**src/hdl/aclm_pkg.sv**
```systemverilog
package aclm_pkg;

   localparam int NODES_DEF    = 4096;
   localparam int ALPHABET_DEF = 26;

   localparam int OP_W   = 2;
   localparam int SYM_W  = 5;
   localparam int LEN_W  = 12;
   localparam int POS_W  = 16;
   localparam int STAT_W = 2;

   localparam logic [LEN_W-1:0] LEN_MAX = '1;

   localparam logic [OP_W-1:0] OP_INSERT = 2'd0;
   localparam logic [OP_W-1:0] OP_BUILD  = 2'd1;
   localparam logic [OP_W-1:0] OP_SCAN   = 2'd2;

   localparam logic [STAT_W-1:0] ST_OK    = 2'd0;
   localparam logic [STAT_W-1:0] ST_FULL  = 2'd1;
   localparam logic [STAT_W-1:0] ST_ORDER = 2'd2;

   typedef struct packed {
      logic [STAT_W-1:0] status;
      logic [POS_W-1:0]  position;
      logic [LEN_W-1:0]  match_len;
      logic [POS_W-1:0]  match_start;
   } rsp_type;

endpackage

```
**src/hdl/aclm_rsp.sv**
```systemverilog
module aclm_rsp
   import aclm_pkg::*;
(
   input  logic              clock,
   input  logic              reset,
   input  logic              push,
   input  rsp_type           data,
   output logic              space,
   output logic              rsp_valid,
   input  logic              rsp_ready,
   output logic [STAT_W-1:0] rsp_status,
   output logic [POS_W-1:0]  rsp_position,
   output logic [LEN_W-1:0]  rsp_match_len,
   output logic [POS_W-1:0]  rsp_match_start
);

   logic    valid_ff, valid_in;
   rsp_type word_ff;

   assign space    = !valid_ff || rsp_ready;
   assign valid_in = push ? 1'b1 : (valid_ff && !rsp_ready);

   always_ff @(posedge clock) begin
      if (reset) begin
         valid_ff <= 1'b0;
      end else begin
         valid_ff <= valid_in;
      end
      if (push && space) begin
         word_ff <= data;
      end
   end

   assign rsp_valid       = valid_ff;
   assign rsp_status      = word_ff.status;
   assign rsp_position    = word_ff.position;
   assign rsp_match_len   = word_ff.match_len;
   assign rsp_match_start = word_ff.match_start;

endmodule

```
**config.mk**
```make
export PLATFORM = sky130hd
export DESIGN_NAME = aclm_rsp
export DESIGN_NICKNAME = d
export VERILOG_FILES = /design/src/hdl/aclm_pkg.sv /design/src/hdl/aclm_rsp.sv
export SDC_FILE = /design/constraint.sdc
export NUM_CORES = 1
export LEC_CHECK = 0
export BUFFER_PORTS_ARGS = -buffer_cell sky130_fd_sc_hd__buf_4
export CAP_MARGIN = 20
export CORE_MARGIN = 1.5
export CORE_UTILIZATION = 31
export DETAILED_ROUTE_END_ITERATION = 8
export GPL_ROUTABILITY_DRIVEN = 1
export GPL_TIMING_DRIVEN = 0
export SYNTH_ARGS = -nofsm -noshare
export SYNTH_HDL_FRONTEND = slang
export SYNTH_SLANG_ARGS = --single-unit
```
**constraint.sdc**
```tcl
create_clock -name clock -period 1.3 [get_ports clock]
set_input_delay 0.065 -clock clock [delete_from_list [all_inputs] [get_ports clock]]
set_output_delay 0.065 -clock clock [all_outputs]
set_load 0.01 [all_outputs]
```
; ---- Yosys cells after proc, flatten, opt, wreduce, memory -nomap -nowiden
; Index checks and enable logic that the tools add are counted.
[totals]
regBits = 47
out_inout_bits = 48
elab_cells = 11
[op_classes]
muxes = 1
reduce_logical = 5
[ops]
columns = op, n
row1 = 1-bit logical AND, 2
row2 = 1-bit zero test, 2
row3 = 1-bit logical OR, 1
row4 = 1-bit 2-to-1 mux, 1

; ---- Depth between registers and ports, before layout
; Gate-level depths: netlist of the first run.
[logic_depth]
depth_word = 3
mapped_depth = 2
depth_no_buf = 2

; ---- Worst setup path after synthesis of the first run
; OpenSTA, ideal clock, no wires.
[synth_path]
path_type = reg-to-reg
from = reg valid_ff (netlist: rsp_valid)
to = reg word_ff, in the netlist rsp_match_len[0], enable pin
setup_time_ns = 0.363
t_arrival_ns = 0.885
required_time_ns = 0.937
slack_ns = 0.052
path_stages_with_launch = 3
path_buffers = 0
path_cell_list = dfxtp_1 nand2b_4 and2_4
[synth_between]
elab_chain_len = 3
[synth_rtl]
columns = item, line
row1 = "start, declared", aclm_rsp.sv:17  ; logic valid_ff, valid_in;
row2 = "start signal, assigned", aclm_rsp.sv:27  ; valid_ff <= valid_in;
row3 = 1-bit zero test, aclm_rsp.sv:20  ; assign space = !valid_ff || rsp_ready;
row4 = 1-bit logical OR, aclm_rsp.sv:20
row5 = named net space, aclm_rsp.sv:8  ; output logic space,
row6 = 1-bit logical AND, aclm_rsp.sv:29  ; if (push && space) begin
row7 = "end signal, assigned", aclm_rsp.sv:30  ; word_ff <= data;
row8 = "end, declared", aclm_rsp.sv:18  ; rsp_type word_ff;
; The timed path passes the listed nets, and every way through them passes these cells.
; A chain may end at the register's enable or synchronous reset.

; ---- Final worst setup path of the first run
[layout_path]
from = reg valid_ff (netlist: rsp_valid)
to = reg word_ff, in the netlist rsp_position[1], enable pin
[layout_between]
elab_chain_len = 3
[layout_rtl]
columns = item, line
row1 = 1-bit zero test, aclm_rsp.sv:20
row2 = 1-bit logical OR, aclm_rsp.sv:20
row3 = 1-bit logical AND, aclm_rsp.sv:29
; Every way passes these cells.

==> impl_metrics.ini, run 1 <==
[outcome]
status = completed

[final_layout]
final_common_cell = buf_4
final_layout_size_suffix_gt1_share_pct = 53.43
diodes = 0
areaGrowthSynthToFinish_pct = 94.43
mostFrequentLayoutCells = 97 x buf_4, 47 x dlygate4sd3_1, 46 x edfxtp_1
fin_nets = 253
stdcell_count = 256
finalCoreUtilization_pct = 63.27

[die]
rows = 24
ios = 98
initial_core_util_pct = 32.54
die_x_um = 71.07
die_h_um = 71.07
core-area_um2 = 4414
die_area_um2 = 5051

[job]
maxCapViolCount = 0

[detailed_routing]
drc = 0
ant_nets = 0
vias = 1085
viasPerCell = 4.238
drt_pass1_iterations = 3
wirelength_mm = 3.951
initialDrtViolationCount = 32
wl_per_cell_um = 15.43

[sta]
fmax_ghz = 0.8761
setup_violations = 0
rsz0062_at_grt = no
finalCriticalPeriod_ps = 1141
post-route-period-util_pct = 87.81
tightest_slew_ps = 318.5
finalHoldWorstSlack_ps = 53.27
slew_viol_final = 0
relSlewSlack_pct = 78.77
hold_violations = 0
finClkSkew_ps = 4.474
setup_tns_ps = 0

[global_routing]
grt_use_total_pct = 16.45
grt.met2_usage_pct = 29.91
grt_busiest_layer = met2
met1_usage_pct = 15.19
grt_pass1_wl_mm = 6.037
grt_pass1_vias = 1264
antenna_found_initial = 0
grt_max_degree = 24
grt_util_met3_pct = 8.974
grt.overflow.total = 0

[clock_tree]
clock_path_buffers = 2
cts_setup_buffers = 0
insertion_delay_ps = 290
clk_pin_slew_ps = 80
clock-root-buffer = clkbuf_8
cts_sinks = 47
cts_tree = built
cts_buffers = 5
h-tree-depth = 2

[worst_setup_path]
worst_setup_path_start_kind = flip-flop
timing.rr.start = rsp_valid
endpoint = rsp_position[1]
cp-startpoint = rsp_valid
rr_worst_depth = 2
r2r_end = rsp_position[1]
cp.required_ps = 1270
cp-end-kind = flip-flop
cp.arrival_ps = 1110
timing.critical_path.fanout_max = 23
reg2reg_slack_ps = 160
worst-setup-path-type = reg -> reg

[synth]
synth.net_count = 101
yosys.area_share.simple_pct = 1.568
netlist_area_um2 = 1436
synth_compound_area_share_pct = 0.6098
synthMuxAreaShare_pct = 0
yosys_register_bits = 47
synthAdderAreaFrac_pct = 0
yosys_warnings = 0
avgSynthCellArea_um2 = 28.16
synth_top_family_by_area = simple AND/OR/NAND/NOR gates
synth-xor-area-share_pct = 0
ys_seq_area_share_pct = 97.56
syn_inst = 51
synthDistinctLibCells = 6

[power_and_ir_drop]
pwr-share-seq_pct = 58.1
total_power_mw = 3.088
p_int_mw = 2.426
comb_power_share_pct = 14.8
power.switching_mw = 0.6615
power.density_nw_per_um2 = 1106
ir_drop_uv = 891.2
p_leak_nw = 1.187
p_clk_share_pct = 27.1
p_sw_share_pct = 21.42

[worst_hold_path]
min-delay-start = push
hp-class = in -> reg

[placed_design]
io_buffers = 97
dp.cells = 200
globalplace.congestion = 0.6564
dp_hpwl_mm = 2.156
[area by class of cell]
| cell class | instances | area [um^2] |
|---|---|---|
| repair buffers | 144 | 1199 |
| flip-flops and latches | 47 | 1401 |
| inverters | 1 | 3.754 |
| multi-input cells | 4 | 40.04 |
| well taps | 52 | 65.06 |
| clock inverters | 3 | 15.01 |
| fillers | 321 | 1622 |
| clock buffers | 5 | 68.82 |
[worst max-delay path, cell delays in order (launching register included)]
cell	delay, ps
dfxtp_1	350
nand2b_4	110
and2_4	350
[how the worst min path moves through the flow]
stage	to	slack, ps	depth (start not counted)
2_1_floorplan	rsp_valid	130	1
3_3_place_gp	rsp_valid	220	2
3_5_place_dp	rsp_valid	220	2
4_1_cts	rsp_valid	30	3
5_1_grt	rsp_valid	70	3
6_report	rsp_valid	50	3
[routing by layer]
| metal | wire length [um] | up-vias |
|---|---|---|
| li1 | - | 503 |
| met1 | 1342 | 507 |
| met2 | 2090 | 68 |
| met3 | 439 | 7 |
| met4 | 78 | 0 |
| met5 | 0 | - |
[stage by stage]
stage | cell area [um^2] | worst slack [ps]
after floorplan | 1436 | 52.32
after global placement | 2230 | 3.324
after detailed placement | 2230 | -30.27
after CTS | 2793 | 168.8
after global routing | 2793 | 110.2
final | 2793 | 158.5
[cells in the mapped netlist, drive strengths merged]
master | count | area share [%]
a21oi | 1 | 0.61
and2 | 1 | 0.61
dfxtp | 1 | 1.4
edfxtp | 46 | 96
inv | 1 | 0.26
nand2b | 1 | 0.96
[state kept, by name, summed over array words and instances, names as in the netlist]
name             cells
rsp_position        16
rsp_status           2
rsp_valid            1
rsp_match_len       12
rsp_match_start     16
[cells by family after synthesis]
kind of cell / after synthesis
compound gates: 1
buf+inv: 1
simple gates: 2
flops: 47
[what timing repair did]
action / in CTS / in global routing
resized for setup: 1 / 0
endpoints found under the hold margin: 47 / 0
hold buffers: 47 / 0
endpoints found under the setup margin: 46 / 0
[power groups by stage]
stage / registers [mW] / logic (mW) / clock network, mW
after floorplan: 1.87 / 0.0350 / 0
after global placement: 1.83 / 0.327 / 0
after detailed placement: 1.83 / 0.335 / 0
after CTS: 1.79 / 0.455 / 0.863
after global routing: 1.80 / 0.486 / 0.918
final: 1.79 / 0.457 / 0.837
No activity file was read; power rests on OpenSTA's default activity.
==> run 2, diff against run 1 <==
- clock period: 1.3 -> 1.5 ns (I/O delays scaled with it)
==> impl_metrics.ini, run 2 (same netlist as run 1, synthesis figures left out) <==
[outcome]
status = completed

[clock_tree]
cts_sinks = 47
hold_buffers = 47
h-tree-depth = 2
cts_setup_buffers = 0
cts_tree = built
cts_buffers = 5
clock-root-buffer = clkbuf_8
insertion_delay_ps = 290
ctsResizeCount = 0
clk_pin_slew_ps = 80
clock_path_buffers = 2

[worst_setup_path]
cp.arrival_ps = 1270
worst-setup-path-type = reg -> reg
worst_setup_path_start_kind = flip-flop
crit_slowest_cell = and2_4
cp-end-kind = flip-flop
timing.critical_path.fanout_max = 46
cp-startpoint = rsp_valid
max_stage_delay_ps = 530
crit_chain = nand2b_4 -> and2_4
timing.rr.start = rsp_valid
cp.required_ps = 1430

[detailed_routing]
drt_pass1_iterations = 3
initialDrtViolationCount = 44
wl_per_cell_um = 14.70
wirelength_mm = 3.748
drc = 0
ant_nets = 0
viasPerCell = 4.180
vias = 1066

[final_layout]
final_layout_size_suffix_gt1_share_pct = 53.20
nFillCells = 326
fin_nets = 252
mostFrequentLayoutCells = 97 x buf_4, 47 x dlygate4sd3_1, 46 x edfxtp_1
final_common_cell = buf_4
multi_input_area_um2 = 31.28
areaGrowthSynthToFinish_pct = 93.82
diodes = 0
regArea_um2 = 1401

[sta]
relSlewSlack_pct = 60.96
rsz0062_at_grt = no
hold_violations = 0
setup_tns_ps = 0
fmax_ghz = 0.7464
finClkSkew_ps = 6.825
tightest_slew_ps = 585.6
post-route-period-util_pct = 89.32
slew_viol_final = 0
setup_violations = 0
finalHoldWorstSlack_ps = 43.25
finalCriticalPeriod_ps = 1340

[global_routing]
antenna_found_initial = 0
grt_pass1_wl_mm = 5.713
grt_use_total_pct = 15.41
grt.overflow.total = 0
grt_pass1_vias = 1208
grt_max_degree = 47

[worst_hold_path]
hp-class = in -> reg
min-delay-start = push

[job]
maxCapViolCount = 0

[die]
rows = 24
core-area_um2 = 4414
ios = 98
initial_core_util_pct = 32.54
die_area_um2 = 5051
die_h_um = 71.07
die_x_um = 71.07

[placed_design]
dp_hpwl_mm = 2.156
globalplace.congestion = 0.6564
io_buffers = 97

[power_and_ir_drop]
power.density_nw_per_um2 = 959.9
total_power_mw = 2.672
p_leak_nw = 1.182
ir_drop_uv = 735.1
[run 2: cell types whose count changed in the layout (fill, tap and decap cells not counted)]
cell	change
and2_4	-1
[run 2: power by group]
part | switching, mW | leakage [nW] | internal [mW]
Sequential | 0.0224 | 0.453 | 1.53
Clock | 0.409 | 0.0477 | 0.320
Combinational | 0.140 | 0.681 | 0.249
Total | 0.571 | 1.18 | 2.10
[run 2: stage by stage]
stage / utilization, % / setup WS [ps] / cells / cell area, um^2
2_1_floorplan: - / 252.3 / 51 / 1436
3_3_place_gp: 50.51 / 203.3 / 200 / 2230
3_5_place_dp: 50.51 / 169.7 / 200 / 2230
4_1_cts: 63.07 / 161.4 / 255 / 2784
5_1_grt: 63.07 / 88.70 / 255 / 2784
6_report: 63.07 / 160.2 / 255 / 2784
[run 2: layout make-up]
type,instances,share of cell area [%]
inverter,1,0.1348
clock buffer,5,2.472
tap,52,2.337
timing repair buffer,144,43.06
sequential,47,50.34
multi-input combinational,3,1.124
clock inverter,3,0.5393
[run 2: path summary, 6_finish.rpt]
check | to | slack [ps] | cells after the start
max | rsp_position[6] | 160 | 2
min | rsp_valid | 40 | 3
max reg2reg | rsp_position[6] | 160 | 2
min reg2reg | rsp_valid | 530 | 2
[run 2: per-layer routing]
| layer | up-vias | track usage, % | share of wire (%) |
|---|---|---|---|
| met5 | - | 0 | 0 |
| met4 | 0 | 6.499 | 2.0 |
| met3 | 7 | 9.117 | 12 |
| met2 | 68 | 26.79 | 51 |
| met1 | 491 | 14.68 | 35 |
| li1 | 500 | - | - |
[run 2: worst max-delay path, delay by kind of cell, from the launching register on]
kind / cells / cell delay, ps
flip-flops: 1 / 350
AND/OR/NAND/NOR: 2 / 620
==> run 3, diff against run 2 <==
- CORE_ASPECT_RATIO: unset -> 0.8
==> impl_metrics.ini, run 3 (same netlist as run 1, synthesis figures left out) <==
[worst_setup_path]
worst_setup_path_start_kind = flip-flop
worst-setup-path-type = reg -> reg
cp-end-kind = flip-flop
reg2reg_slack_ps = 120
timing.rr.start = rsp_valid
r2r_end = rsp_position[6]
rr_worst_depth = 2
timing.critical_path.fanout_max = 46
cp.arrival_ps = 1300
cp.required_ps = 1430

[detailed_routing]
drt_pass1_iterations = 2
vias = 1041
wirelength_mm = 3.513
ant_nets = 0
drc = 0
wl_per_cell_um = 13.51
viasPerCell = 4.004
initialDrtViolationCount = 19

[sta]
slew_viol_final = 0
fin_ws_ps = 123.9
setup_violations = 0
post-route-period-util_pct = 91.74
finalCriticalPeriod_ps = 1376
setup_tns_ps = 0
relSlewSlack_pct = 60.00
rsz0062_at_grt = no
tightest_slew_ps = 600.0
hold_violations = 0
finClkSkew_ps = 11.16
fmax_ghz = 0.7267

[power_and_ir_drop]
total_power_mw = 2.698
ir_drop_uv = 574.6
p_leak_nw = 1.180
power.density_nw_per_um2 = 964.6

[clock_tree]
cts_buffers = 5
insertion_delay_ps = 300
cts_setup_buffers = 0
clock-root-buffer = clkbuf_8
cts_sinks = 47
clk_pin_slew_ps = 90
cts_tree = built
h-tree-depth = 2
clock_path_buffers = 2

[placed_design]
dp_slack_ps = 162.5
io_buffers = 97
dp.cells = 205
globalplace.congestion = 0.6140

[global_routing]
grt_pass1_vias = 1151
antenna_found_initial = 0
grt_use_total_pct = 14.87
grt_pass1_wl_mm = 5.471
grt.overflow.total = 0
grt_max_degree = 47

[die]
initial_core_util_pct = 33.33
ios = 98
rows = 21
die_area_um2 = 5054
die_h_um = 63.89
core-area_um2 = 4309
die_x_um = 79.11

[final_layout]
finalCoreUtilization_pct = 64.90
diodes = 0
final_common_cell = buf_4
areaGrowthSynthToFinish_pct = 94.69
final_layout_size_suffix_gt1_share_pct = 52.71
mostFrequentLayoutCells = 97 x buf_4, 47 x dlygate4sd3_1, 46 x edfxtp_1
fin_nets = 252
stdcell_count = 260

[worst_hold_path]
hold_path_end = rsp_valid
min-delay-start = push
hp-class = in -> reg
whs_path_depth = 3

[job]
maxCapViolCount = 0

[outcome]
status = completed
## run 3: area by class of cell
cell class | instances | area [um^2]
clock buffers | 6 | 72.57
clock inverters | 2 | 17.52
fillers | 323 | 1513
inverters | 1 | 3.754
multi-input cells | 3 | 31.28
flip-flops and latches | 47 | 1401
well taps | 57 | 71.32
repair buffers | 144 | 1199
## run 3: per-stage QoR
step | hold slack, ps | area, um^2
after floorplan | 137.4 | 1436
after global placement | 230.1 | 2236
after detailed placement | 236.2 | 2236
after CTS | 13.95 | 2796
after global routing | 11.92 | 2796
final | 27.03 | 2796
## run 3: worst max-delay path, cell delays in order, from the launching register on
cell and delay (ps):
dfxtp_1 360, nand2b_4 90, and2_4 540
## run 3: repair_timing
action | in CTS | in global routing
gates resized for setup | 0 | 0
hold buffers | 47 | 0
endpoints found under the hold margin | 47 | 0
## run 3: layer usage
layer	GRT usage (%)	share of wire (%)	vias up
met1	16.60	38	476
li1	-	-	503
met5	0	0	-
met4	5.921	1.0	0
met3	6.714	9.7	5
met2	24.79	51	57
## run 3: where the power goes
| group | internal, mW | switching, mW |
|---|---|---|
| Combinational | 0.249 | 0.137 |
| Sequential | 1.53 | 0.0226 |
| Clock | 0.335 | 0.422 |
| Total | 2.12 | 0.582 |
## run 3: worst max path at each step
stage / endpoint / cells past startpoint / slack (ps) / startpoint
after floorplan: rsp_match_len[0] / 2 / 250 / rsp_valid
after global placement: rsp_position[15] / 2 / 210 / rsp_valid
after detailed placement: rsp_position[0] / 2 / 160 / rsp_valid
after CTS: rsp_position[6] / 2 / 130 / rsp_valid
after global routing: rsp_match_start[14] / 2 / 60 / rsp_valid
final: rsp_position[6] / 2 / 120 / rsp_valid
